`src/rtl/assert_macros.svh`:
```
// Assertion macros shared by the RTL of the level-order tree table.
// Needs a clock named clock and an active-high reset named reset in scope.
`ifndef ASSERT_MACROS_SVH
`define ASSERT_MACROS_SVH

// Implication or plain property checked on every rising clock edge outside reset
`define ASSERT_CLK(label, prop, msg) \
   label: assert property (@(posedge clock) disable iff (reset) (prop)) else $error(msg);

// Property that must never hold on a rising clock edge outside reset
`define ASSERT_NEVER(label, expr, msg) \
   label: assert property (@(posedge clock) disable iff (reset) !(expr)) else $error(msg);

`endif

```
`src/rtl/lott_pkg.sv`:
```
// Constants and codes for the level-order complete tree table.
// No dependencies; imported by the core, tree_table_checker and tb.
`timescale 1ns / 1ps

package lott_pkg;

   // Table size and derived widths
   localparam int CAPACITY = 32;
   localparam int ADDR_W   = $clog2(CAPACITY);
   localparam int CNT_W    = $clog2(CAPACITY + 1);
   localparam int DATA_W   = 32;
   localparam int POS_W    = 6;

   // Request codes
   localparam logic [1:0] REQ_INSERT = 2'd0;
   localparam logic [1:0] REQ_DELETE = 2'd1;
   localparam logic [1:0] REQ_LIST   = 2'd2;
   localparam logic [1:0] REQ_SEARCH = 2'd3;

   // Status codes
   localparam logic [1:0] STAT_OK        = 2'd0;
   localparam logic [1:0] STAT_EMPTY     = 2'd1;
   localparam logic [1:0] STAT_NOT_FOUND = 2'd2;
   localparam logic [1:0] STAT_FULL      = 2'd3;

endpackage

```
`src/rtl/level_order_complete_tree_table_core.sv`:
```
// Level-order table of a complete binary tree: insert, delete, list, search.
// Uses lott_pkg for sizes and codes, assert_macros.svh for the checks.
`timescale 1ns / 1ps
//
// Usage
//   A transaction is taken on a rising edge with start high and busy low;
//   req_type selects insert, delete, list or search, req_value is the key.
//   Results leave on the rsp_ ports for one cycle, flagged by rsp_valid;
//   rsp_last marks the final result of a transaction. The receiver cannot
//   stall, so every result is consumed in the cycle it is shown.
// Timing
//   Insert and every empty-table or full-table answer finish in the accept
//   cycle: the result is registered and appears in the next cycle, and busy
//   never rises, so a new transaction can follow at once.
//   Search, list and delete walk the table through a memory with one read
//   port, one read a cycle, from slot 0 up to the match (up to the count for
//   list or a miss); busy stays high during the walk. Delete then fetches
//   the last entry and adds a move step (S_MOVE) that writes it over the
//   match, unless the match is the last slot. List gives one result per
//   cycle.
// Reset
//   Reset empties the table (count to zero); the memory is not cleared, as
//   only slots below the count are ever read.

module level_order_complete_tree_table_core
   import lott_pkg::*;
(
   input  logic                     clock,
   input  logic                     reset,
   input  logic                     start,
   output logic                     busy,
   input  logic [1:0]               req_type,
   input  logic signed [DATA_W-1:0] req_value,
   output logic                     rsp_valid,
   output logic [1:0]               rsp_status,
   output logic [POS_W-1:0]         rsp_position,
   output logic signed [DATA_W-1:0] rsp_element,
   output logic                     rsp_last
);

`include "assert_macros.svh"

   typedef enum logic [1:0] {
      S_IDLE,
      S_SCAN,
      S_MOVE
   } state_type;

   state_type            state_ff, state_in;
   logic [1:0]           op_ff, op_in;
   logic [DATA_W-1:0]    key_ff, key_in;
   logic [ADDR_W-1:0]    idx_ff, idx_in;
   logic [CNT_W-1:0]     count_ff, count_in;
   logic                 rsp_valid_ff, rsp_valid_in;
   logic [1:0]           status_ff, status_in;
   logic [POS_W-1:0]     pos_ff, pos_in;
   logic [DATA_W-1:0]    elem_ff, elem_in;
   logic                 last_ff, last_in;

   // Table memory, one read port with registered data, one write port
   logic [DATA_W-1:0]    mem [CAPACITY];
   logic [DATA_W-1:0]    rd_data_ff;
   logic                 rd_en;
   logic [ADDR_W-1:0]    rd_addr;
   logic                 wr_en;
   logic [ADDR_W-1:0]    wr_addr;
   logic [DATA_W-1:0]    wr_data;

   logic [CNT_W-1:0]     idx_inc;
   logic                 at_end;
   logic                 hit;

   assign idx_inc = CNT_W'(idx_ff) + CNT_W'(1);
   assign at_end  = (idx_inc == count_ff);
   assign hit     = (rd_data_ff == key_ff);

   // Next-state and memory access control
   always_comb begin
      state_in     = state_ff;
      op_in        = op_ff;
      key_in       = key_ff;
      idx_in       = idx_ff;
      count_in     = count_ff;
      rsp_valid_in = 1'b0;
      status_in    = STAT_OK;
      pos_in       = '0;
      elem_in      = '0;
      last_in      = 1'b1;
      rd_en        = 1'b0;
      rd_addr      = ADDR_W'(idx_inc);
      wr_en        = 1'b0;
      wr_addr      = idx_ff;
      wr_data      = rd_data_ff;

      case (state_ff)
         S_IDLE: begin
            if (start) begin
               op_in  = req_type;
               key_in = req_value;
               if (req_type == REQ_INSERT) begin
                  rsp_valid_in = 1'b1;
                  if (count_ff == CNT_W'(CAPACITY)) begin
                     status_in = STAT_FULL;
                  end else begin
                     wr_en    = 1'b1;
                     wr_addr  = ADDR_W'(count_ff);
                     wr_data  = req_value;
                     count_in = count_ff + CNT_W'(1);
                  end
               end else if (count_ff == '0) begin
                  rsp_valid_in = 1'b1;
                  status_in    = STAT_EMPTY;
               end else begin
                  // start the walk at the root slot
                  rd_en    = 1'b1;
                  rd_addr  = '0;
                  idx_in   = '0;
                  state_in = S_SCAN;
               end
            end
         end

         S_SCAN: begin
            // read data belongs to slot idx_ff; prefetch the next slot
            rd_en  = 1'b1;
            idx_in = ADDR_W'(idx_inc);
            case (op_ff) inside
               REQ_LIST: begin
                  rsp_valid_in = 1'b1;
                  elem_in      = rd_data_ff;
                  last_in      = at_end;
                  if (at_end) begin
                     state_in = S_IDLE;
                  end
               end
               REQ_SEARCH, REQ_DELETE: begin
                  if (hit) begin
                     if (op_ff == REQ_SEARCH) begin
                        rsp_valid_in = 1'b1;
                        pos_in       = POS_W'(idx_inc);
                        elem_in      = rd_data_ff;
                        state_in     = S_IDLE;
                     end else if (at_end) begin
                        // match in the last slot: just drop it
                        rsp_valid_in = 1'b1;
                        count_in     = count_ff - CNT_W'(1);
                        state_in     = S_IDLE;
                     end else begin
                        // fetch the last entry to move over the match
                        rd_addr  = ADDR_W'(count_ff - CNT_W'(1));
                        idx_in   = idx_ff;
                        state_in = S_MOVE;
                     end
                  end else if (at_end) begin
                     rsp_valid_in = 1'b1;
                     status_in    = STAT_NOT_FOUND;
                     state_in     = S_IDLE;
                  end
               end
               default: begin
                  state_in = S_IDLE;
               end
            endcase
         end

         S_MOVE: begin
            // last entry overwrites the matched slot
            wr_en        = 1'b1;
            wr_addr      = idx_ff;
            wr_data      = rd_data_ff;
            count_in     = count_ff - CNT_W'(1);
            rsp_valid_in = 1'b1;
            state_in     = S_IDLE;
         end

         default: begin
            state_in = S_IDLE;
         end
      endcase
   end

   // State and registered outputs
   always_ff @(posedge clock) begin
      if (reset) begin
         state_ff     <= S_IDLE;
         count_ff     <= '0;
         rsp_valid_ff <= 1'b0;
      end else begin
         state_ff     <= state_in;
         count_ff     <= count_in;
         rsp_valid_ff <= rsp_valid_in;
      end
      op_ff     <= op_in;
      key_ff    <= key_in;
      idx_ff    <= idx_in;
      status_ff <= status_in;
      pos_ff    <= pos_in;
      elem_ff   <= elem_in;
      last_ff   <= last_in;
   end

   // Memory: reads and writes never target the same slot in one cycle
   always_ff @(posedge clock) begin
      if (wr_en) begin
         mem[wr_addr] <= wr_data;
      end
      if (rd_en) begin
         rd_data_ff <= mem[rd_addr];
      end
   end

   assign busy         = (state_ff != S_IDLE);
   assign rsp_valid    = rsp_valid_ff;
   assign rsp_status   = status_ff;
   assign rsp_position = pos_ff;
   assign rsp_element  = elem_ff;
   assign rsp_last     = last_ff;

   // Checks
   `ASSERT_NEVER(a_count_range, count_ff > CNT_W'(CAPACITY), "entry count beyond capacity")
   `ASSERT_CLK(a_err_is_last, rsp_valid && (rsp_status != STAT_OK) |-> rsp_last,
               "error status without last flag")
   `ASSERT_CLK(a_insert_grows, start && !busy && (req_type == REQ_INSERT)
               && (count_ff != CNT_W'(CAPACITY)) |=> count_ff == $past(count_ff) + CNT_W'(1),
               "accepted insert did not grow the table")
   `ASSERT_CLK(a_write_state, wr_en |-> (state_ff == S_IDLE) || (state_ff == S_MOVE),
               "memory written during a scan")

endmodule

```
`config.mk`:
```
export PLATFORM = sky130hd
export DESIGN_NAME = level_order_complete_tree_table_core
export DESIGN_NICKNAME = d
export VERILOG_FILES = /design/src/rtl/lott_pkg.sv /design/src/rtl/level_order_complete_tree_table_core.sv
export VERILOG_INCLUDE_DIRS = /design/src /design/src/rtl
export SDC_FILE = /design/constraint.sdc
export NUM_CORES = 1
export LEC_CHECK = 0
export ABC_AREA = 1
export BUFFER_PORTS_ARGS = -buffer_cell sky130_fd_sc_hd__buf_2
export CORE_UTILIZATION = 36
export CTS_CLUSTER_SIZE = 30
export DETAILED_ROUTE_END_ITERATION = 10
export PLACE_DENSITY_LB_ADDON = 0.25
export SETUP_SLACK_MARGIN = 0.15
export SLEW_MARGIN = 20
export SYNTH_ARGS = -nofsm -noshare
export SYNTH_HDL_FRONTEND = slang
export SYNTH_SLANG_ARGS = --single-unit
```
`constraint.sdc`:
```
create_clock -name clock -period 4.45 [get_ports clock]
set_clock_uncertainty 0.05 [all_clocks]
set_input_delay 0.89 -clock clock [delete_from_list [all_inputs] [get_ports clock]]
set_output_delay 0.89 -clock clock [all_outputs]
set_load 0.01 [all_outputs]
```
* Yosys cells after proc, flatten, opt, wreduce, memory -nomap -nowiden
Memory sizes are Yosys's and may differ from the RTL's. A register that Yosys moved wholly into a read port is not among the register bits.
Index checks and enable logic that the tools add are counted.
** Storage, ports and cells
- Flip-flop bits (word level) :: 89
- Memory bits (writable) :: 1024
- Input bits :: 37
- Output and inout bits :: 43
- Word-level logic and storage cells :: 127
- Memories :: 1
** Operators by class
- Add/sub/neg operators :: 3
- Equal/unequal tests :: 19
- Multiplexer cells :: 77
- Bitwise operators :: 4
- Reduce and logical (&&, ||, !) cells :: 13
** Memory list
- mem :: words 32, width 32, rd ports 1, clocked after memory_dff 1, write ports 1, line level_order_complete_tree_table_core.sv:61 : logic [DATA_W-1:0] mem [CAPACITY];
** Operator list (number)
- 2-to-1 mux 32 bit :: 8
- 2-to-1 mux 5 bit :: 20
- 2-to-1 mux 6 bit :: 8
- == test 32 bit :: 1
- 2-to-1 mux 2 bit :: 16
- != test 2 bit (second input constant) :: 10
- case mux 5 bit (2 select lines) :: 2
- case mux 6 bit (3 select lines) :: 1
- 2-to-1 mux 1 bit :: 17
- AND reduction 9 bit :: 1
- case mux 2 bit (2 select lines) :: 2
- adder 5 x 1 -> 6 bit (second input constant) :: 1
- adder 6 x 1 -> 6 bit (second input constant) :: 1
- == test 2 bit (second input constant) :: 3
- == test 6 bit :: 1
- == test 6 bit (second input constant) :: 1
- logical NOT 6 bit :: 1
- != test 6 bit (second input constant) :: 1
- subtractor 6 x 1 -> 6 bit (second input constant) :: 1
- AND reduction 5 bit :: 1
- OR reduction 5 bit :: 1
- == test 2 x 1 -> 1 bit (second input constant) :: 2
- logical NOT 2 bit :: 2
- inverter 1 bit :: 4
- other kinds (7) :: 10

* Logic depth before layout (Yosys ltp)
- Word-level depth :: 8
- Mapped depth :: 23

* Worst setup path before layout
OpenSTA, ideal clock, no wires.
- Kind :: in2reg
- Start :: input start
- End :: memory mem[0][0] (enable)
- Library setup time :: 0.421 ns
- Arrival :: 4.017 ns
- Required time :: 3.979 ns
- Path slack :: -0.038 ns
- Cell stages on the path :: 9
- Path buffers :: 1
- Cells stage by stage :: nand2_1 > inv_1 > nand2_1 > clkbuf_1 > o21ai_0 > inv_1 > nor2_1 > nand2_1 > nor2_1
** Between the ends
- Cells in the longest elaborated chain, start to end :: 4
- Elaborated cells between the ends (all ways) :: 6
- Those cells by class :: mux: 6
** RTL lines
- start, declared :: line level_order_complete_tree_table_core.sv:30 : input logic start,
- 2-to-1 mux 1 bit :: line level_order_complete_tree_table_core.sv:97 : if (start) begin
- case mux 1 bit (2 select lines) :: line level_order_complete_tree_table_core.sv:95 : case (state_ff)
- 2-to-1 mux 1 bit :: line level_order_complete_tree_table_core.sv:204 : if (wr_en) begin
- 2-to-1 mux 1 bit (implied by the code) :: line level_order_complete_tree_table_core.sv:205 : mem[wr_addr] <= wr_data;
- end, declared :: line level_order_complete_tree_table_core.sv:61
Several ways; a longest one is shown, not always the timed one.

* Worst setup path after layout
- Start :: register rd_data_ff[23], read port of mem
- End :: register rd_data_ff[8], read port of mem (data pin)
** Between the ends
- Cells in the longest elaborated chain, start to end :: 5
** RTL lines
- start, declared :: line level_order_complete_tree_table_core.sv:62 : logic [DATA_W-1:0] rd_data_ff;
- == test 32 bit :: line level_order_complete_tree_table_core.sv:75 : assign hit = (rd_data_ff == key_ff);
- 2-to-1 mux 5 bit :: line level_order_complete_tree_table_core.sv:137 : if (hit) begin
- 2-to-1 mux 5 bit (2 in series) :: line level_order_complete_tree_table_core.sv:127 : case (op_ff) inside
- case mux 5 bit (2 select lines) :: line level_order_complete_tree_table_core.sv:95
No other way between the ends.
A chain may end at the register's enable or synchronous reset.

==> results <==
- The core area is roughly 140000 um^2.
- At the pin with the least slew margin, the transition time is 1030 ps.
- Setup repair after global routing left no endpoint under its margin.
- The multi-input combinational cell area is 12900 um^2.
- The sort of element at the end of the critical path is a flip-flop.
- After detailed routing, the met3 layer carries 8380 um of wire.
- From synthesis to final layout, the design area changed by 15.1%.
- The initial core utilization is roughly 36%.
- The wire length of the first global-routing pass is 217000 um.
- The largest net degree at the start of global routing is a little under 100.
- Walking the worst path, the cells encountered are buf_12, inv_1, nand2_1, nand2_1, nor2_1, nand2_1, nor2_1, nand2_1, nor2_2, nand4_1, nand3_4, buf_12, buf_12, nand3_1, nand3_1, nand3_1, nand3_1, nand2_1, nand2_1, nand2_1.
- The final setup violation count is 0.
- The biggest area consumer among synthesized cells is sky130_fd_sc_hd__edfxtp_1.
- The maximum clock insertion buffer count is 3.
- For this run, asynchronously set or reset flops after synthesis account for 0%.
- The number of pins with negative max-slew slack in the final report came to 0.
- The TritonCTS sink count is about 1100.
- After synthesis, the largest area contributor takes up around two thirds of total cell area.
- The family with the most delay on the worst path is simple AND/OR/NAND/NOR gates.
- The post-layout minimum cycle time is 3980 ps.
- The full die area is between 100000 and 150000 um^2.
- The critical path class is reg -> reg.
- Cell internal power was estimated by the tool at between 20 and 30 mW.
- The height of the die is around 370 um.
- Sequential cells were found to cover around two thirds of the synthesized design area.
- For this run, the post-layout net count is 4862.
- Summed over all nets, wire length on met2 after detailed routing comes to approximately 70000 um.
- Summed over all cells, the static leakage comes to roughly 23 nW.
- Headroom to the max-slew limit came out at a little under a third.
- The horizontal extent of the die is roughly 370 um.
- Summing over every cut layer, the via total after detailed routing is 34585.
- The library cell contributing the largest single delay on the critical path is sky130_fd_sc_hd__edfxtp_1.
- The startpoint of the lowest-slack register-to-register path is rd_data_ff[23].
- TritonCTS built the clock tree.
- The buffer type at the clock tree root is sky130_fd_sc_hd__clkbuf_16.
- The hold violation total from the final report is 0.
- The startpoint identified for the worst hold timing path is req_type[0].
- Sorting the synthesized cells by area gives the leading types as sky130_fd_sc_hd__edfxtp_1 (66%), sky130_fd_sc_hd__nand3_1 (11%), sky130_fd_sc_hd__nand2_1 (8.5%).
- The critical path data required time is around 4800 ps.
- The number of fill cells is 12929.
- In this run, distinct cell masters in the synthesized netlist total 39.
- The most used flip-flop cell after synthesis is sky130_fd_sc_hd__edfxtp_1.
- The number of antenna diodes in the final layout is 0.
- The count of buffers added on input and output ports is 79.
- The leftover overflow at the end of global routing is 0.
- The number of DRC markers in iteration 0 is between 3000 and 4000.
- The H-tree level count is 3.
- The CTS clock-pin slew for the worst setup and hold paths is about 60 ps.
- The largest fanout of any net on the critical path is 81.
- Routability-driven placement finished with a final weighted congestion of ~0.86.
- For this run, the share of the core covered by cells in the final layout is about two fifths.
- After detailed routing, the wire length on met1 is 64100 um.
- The switching part of the total is between 40 and 50%.
- The per-cell routed wire length is roughly 22 um.
- Per report_power, the sequential group accounts for between 20% and 30% of the total.
- The number of warnings issued by yosys is 0.
- The register bit count reported by yosys is around 1100.
- The total number of placement rows is 136.
- The overall track demand over capacity in global routing is 20.5%.
- In the routed layout, each cell is associated on average with a via count of around 5.2.
- Leaving out filler cells and counting taps, the final layout contains between 6000 and 7000.
- The largest single stage delay on the critical path is 380 ps.
- Counting every net in the synthesized netlist gives between 4000 and 5000.
- The first detailed-routing pass took 6 iterations.
- After legalization and detailed placement, the total HPWL measured slightly above 80000 um.
- The synthesized netlist occupies a cell area of around 50000 um^2.
- The sum of routed wire length over all layers is 146000 um.
- The arrival time at the worst endpoint is 4330 ps.
- The count of boundary I/O pins is 80.
- The post-layout total power is roughly 48 mW.
- In the synthesized netlist, the number of instances is 4730.
- The cell area power density is 831 nW/um^2.
- The initial antenna violation count is 0.
- Once detail routing completed, the nets flagged for antenna violations numbered 0.
- The worst setup path is launched from a flip-flop.
- The clock network is responsible for around 20% of the overall power.
- The number of clock buffers added by TritonCTS is about 120.
- The min-delay analysis places its worst path in the category in -> reg.
- In the final layout, flip-flops and latches occupy 33900 um^2.
- The worst vdd rail ir drop is 0.00125 V.
- Once layout is done, the placed cells without fillers occupy just under 60000 um^2.
- The number of global-route vias before repair is 33146.
- The run finished with clean final reports.
- Averaged over all synthesized cells, the footprint is 10.6 um^2.
- Per report_power, the combinational group accounts for 50.5% of the total.
- The number of maximum-capacitance constraint violations is 0.
- For this design the total switching power over the nets is approximately 21 mW.
- After detailed placement, the design holds a cell count of 6494.
- For this run, design rule violations remaining after detail routing come to 0.
- Static timing analysis puts the maximum clock frequency at between 0.2 and 0.3 GHz.
- Cells with a size suffix above 1 make up between 10 and 15% of the layout.
- The instance area after placement is 54100 um^2.
- The number of buffer and inverter instances along the worst setup path is 4.
- The number of flops mapped to enable cells by yosys is 1095.
- Clock latency on the worst-skew pair, taken at its later pin, is 720 ps.
- The post-route clock period utilization is approximately 89%.
- Routed signal wires occupy layers up through met4.
- The cell occurring most often along the worst timing path is sky130_fd_sc_hd__nand2_1.
- The startpoint of the worst setup timing path is rd_data_ff[23].
-- layout make-up --
cell class	instances	area share [%]
Inverter	633	4.15
Tap cell	1794	3.89
Sequential cell	1145	58.8
Timing Repair Buffer	261	4.58
Multi-Input combinational cell	2662	22.4
Clock inverter	53	0.721
Clock buffer	157	5.45
-- stage by stage --
stage	worst slack, ps	hold WS [ps]	setup TNS (ps)
6_report	472	307	0
2_1_floorplan	-37.9	416	-23730
3_5_place_dp	263	451	0
4_1_cts	242	255	0
3_3_place_gp	246	443	0
5_1_grt	228	276	0
-- cell families (layout without fill, tap and decap cells) --
group / Yosys count / count (layout) / synth area share (%)
and+or+nand+nor: 2569 / 2569 / 23.5
DFF: 1145 / 1145 / 67.7
buffers and inverters: 923 / 1104 / 7.60
AOI/OAI and AO/OA: 68 / 68 / 0.747
xor gates and xnor gates: 18 / 18 / 0.315
adders and majority gates: 7 / 7 / 0.175
-- placed cells by master (no fill, tap or decap), types with 32 or more instances in the layout --
master and n:
sky130_fd_sc_hd__clkbuf_16 118, sky130_fd_sc_hd__buf_4 111, sky130_fd_sc_hd__nand2_1 1129, sky130_fd_sc_hd__nor2_1 85, sky130_fd_sc_hd__inv_1 617, sky130_fd_sc_hd__nand3b_1 160
sky130_fd_sc_hd__clkinv_1 32, sky130_fd_sc_hd__clkbuf_1 35, sky130_fd_sc_hd__nand3_1 1103, sky130_fd_sc_hd__dfxtp_1 50, sky130_fd_sc_hd__nor2_4 33, sky130_fd_sc_hd__nor3_1 33
sky130_fd_sc_hd__buf_12 70, sky130_fd_sc_hd__edfxtp_1 1095, sky130_fd_sc_hd__buf_2 79
-- per-layer routing --
metal	GRT usage [%]	vias to the layer above
met2	33.5	1148
met4	6.06	0
met1	28.5	17087
li1	-	16133
met5	0	-
met3	2.66	217
-- path summary, 6_finish.rpt --
kind                    to  slack, ps  cells after the start
max          rd_data_ff[8]        470                     20
min               op_ff[0]        310                      1
max reg2reg  rd_data_ff[8]        470                     20
min reg2reg    state_ff[1]        460                      2
-- synthesized netlist by cell type, types with 3 or more instances --
cell type	number
sky130_fd_sc_hd__clkbuf_1	69
sky130_fd_sc_hd__buf_4	9
sky130_fd_sc_hd__buf_2	197
sky130_fd_sc_hd__edfxtp_1	1095
sky130_fd_sc_hd__inv_2	14
sky130_fd_sc_hd__a21oi_1	40
sky130_fd_sc_hd__nor3_1	33
sky130_fd_sc_hd__nor2_2	3
sky130_fd_sc_hd__nand3_1	1104
sky130_fd_sc_hd__nand2_2	4
sky130_fd_sc_hd__nor2_1	118
sky130_fd_sc_hd__ha_1	7
sky130_fd_sc_hd__buf_6	8
sky130_fd_sc_hd__o21ai_0	14
sky130_fd_sc_hd__buf_1	7
sky130_fd_sc_hd__o211ai_1	3
sky130_fd_sc_hd__dfxtp_1	50
sky130_fd_sc_hd__xor2_1	16
sky130_fd_sc_hd__nand4_1	6
sky130_fd_sc_hd__nand3b_1	160
sky130_fd_sc_hd__inv_1	618
sky130_fd_sc_hd__nand2_1	1133
sky130_fd_sc_hd__a211oi_1	3
-- state kept, by name, indices dropped and copies added (netlist names) --
signal and count:
rsp_valid 1, rsp_last 1, rsp_position 6, key_ff 32, rsp_element 32, op_ff 2, idx_ff 5, mem 1024
count_ff 6, rsp_status 2, state_ff 2, rd_data_ff 32
-- worst reg2reg max path: stages (launching register included) --
cell	delay [ps]
sky130_fd_sc_hd__edfxtp_1	380
sky130_fd_sc_hd__buf_12	140
sky130_fd_sc_hd__inv_1	100
sky130_fd_sc_hd__nand2_1	70
sky130_fd_sc_hd__nand2_1	60
sky130_fd_sc_hd__nor2_1	80
sky130_fd_sc_hd__nand2_1	50
sky130_fd_sc_hd__nor2_1	290
sky130_fd_sc_hd__nand2_1	110
sky130_fd_sc_hd__nor2_2	360
sky130_fd_sc_hd__nand4_1	220
sky130_fd_sc_hd__nand3_4	250
sky130_fd_sc_hd__buf_12	250
sky130_fd_sc_hd__buf_12	380
sky130_fd_sc_hd__nand3_1	190
sky130_fd_sc_hd__nand3_1	100
sky130_fd_sc_hd__nand3_1	70
sky130_fd_sc_hd__nand3_1	110
sky130_fd_sc_hd__nand2_1	70
sky130_fd_sc_hd__nand2_1	120
sky130_fd_sc_hd__nand2_1	220
-- power groups by stage --
stage	Combinational, mW	Sequential, mW	Clock [mW]
CTS	24.4	14.3	9.53
global route	26.5	14.3	9.92
global placement	24.2	14.6	0
detailed placement	24.3	14.6	0
floorplan	15.3	14.4	0
finish	24.2	14.3	9.37
-- timing repair --
action,4_1_cts,5_1_grt
setup buffers,0,1
hold endpoints to repair,0,0
hold buffers,0,0
resized for setup,0,1
setup endpoints to repair,0,15
No activity file was read; power rests on OpenSTA's default activity.
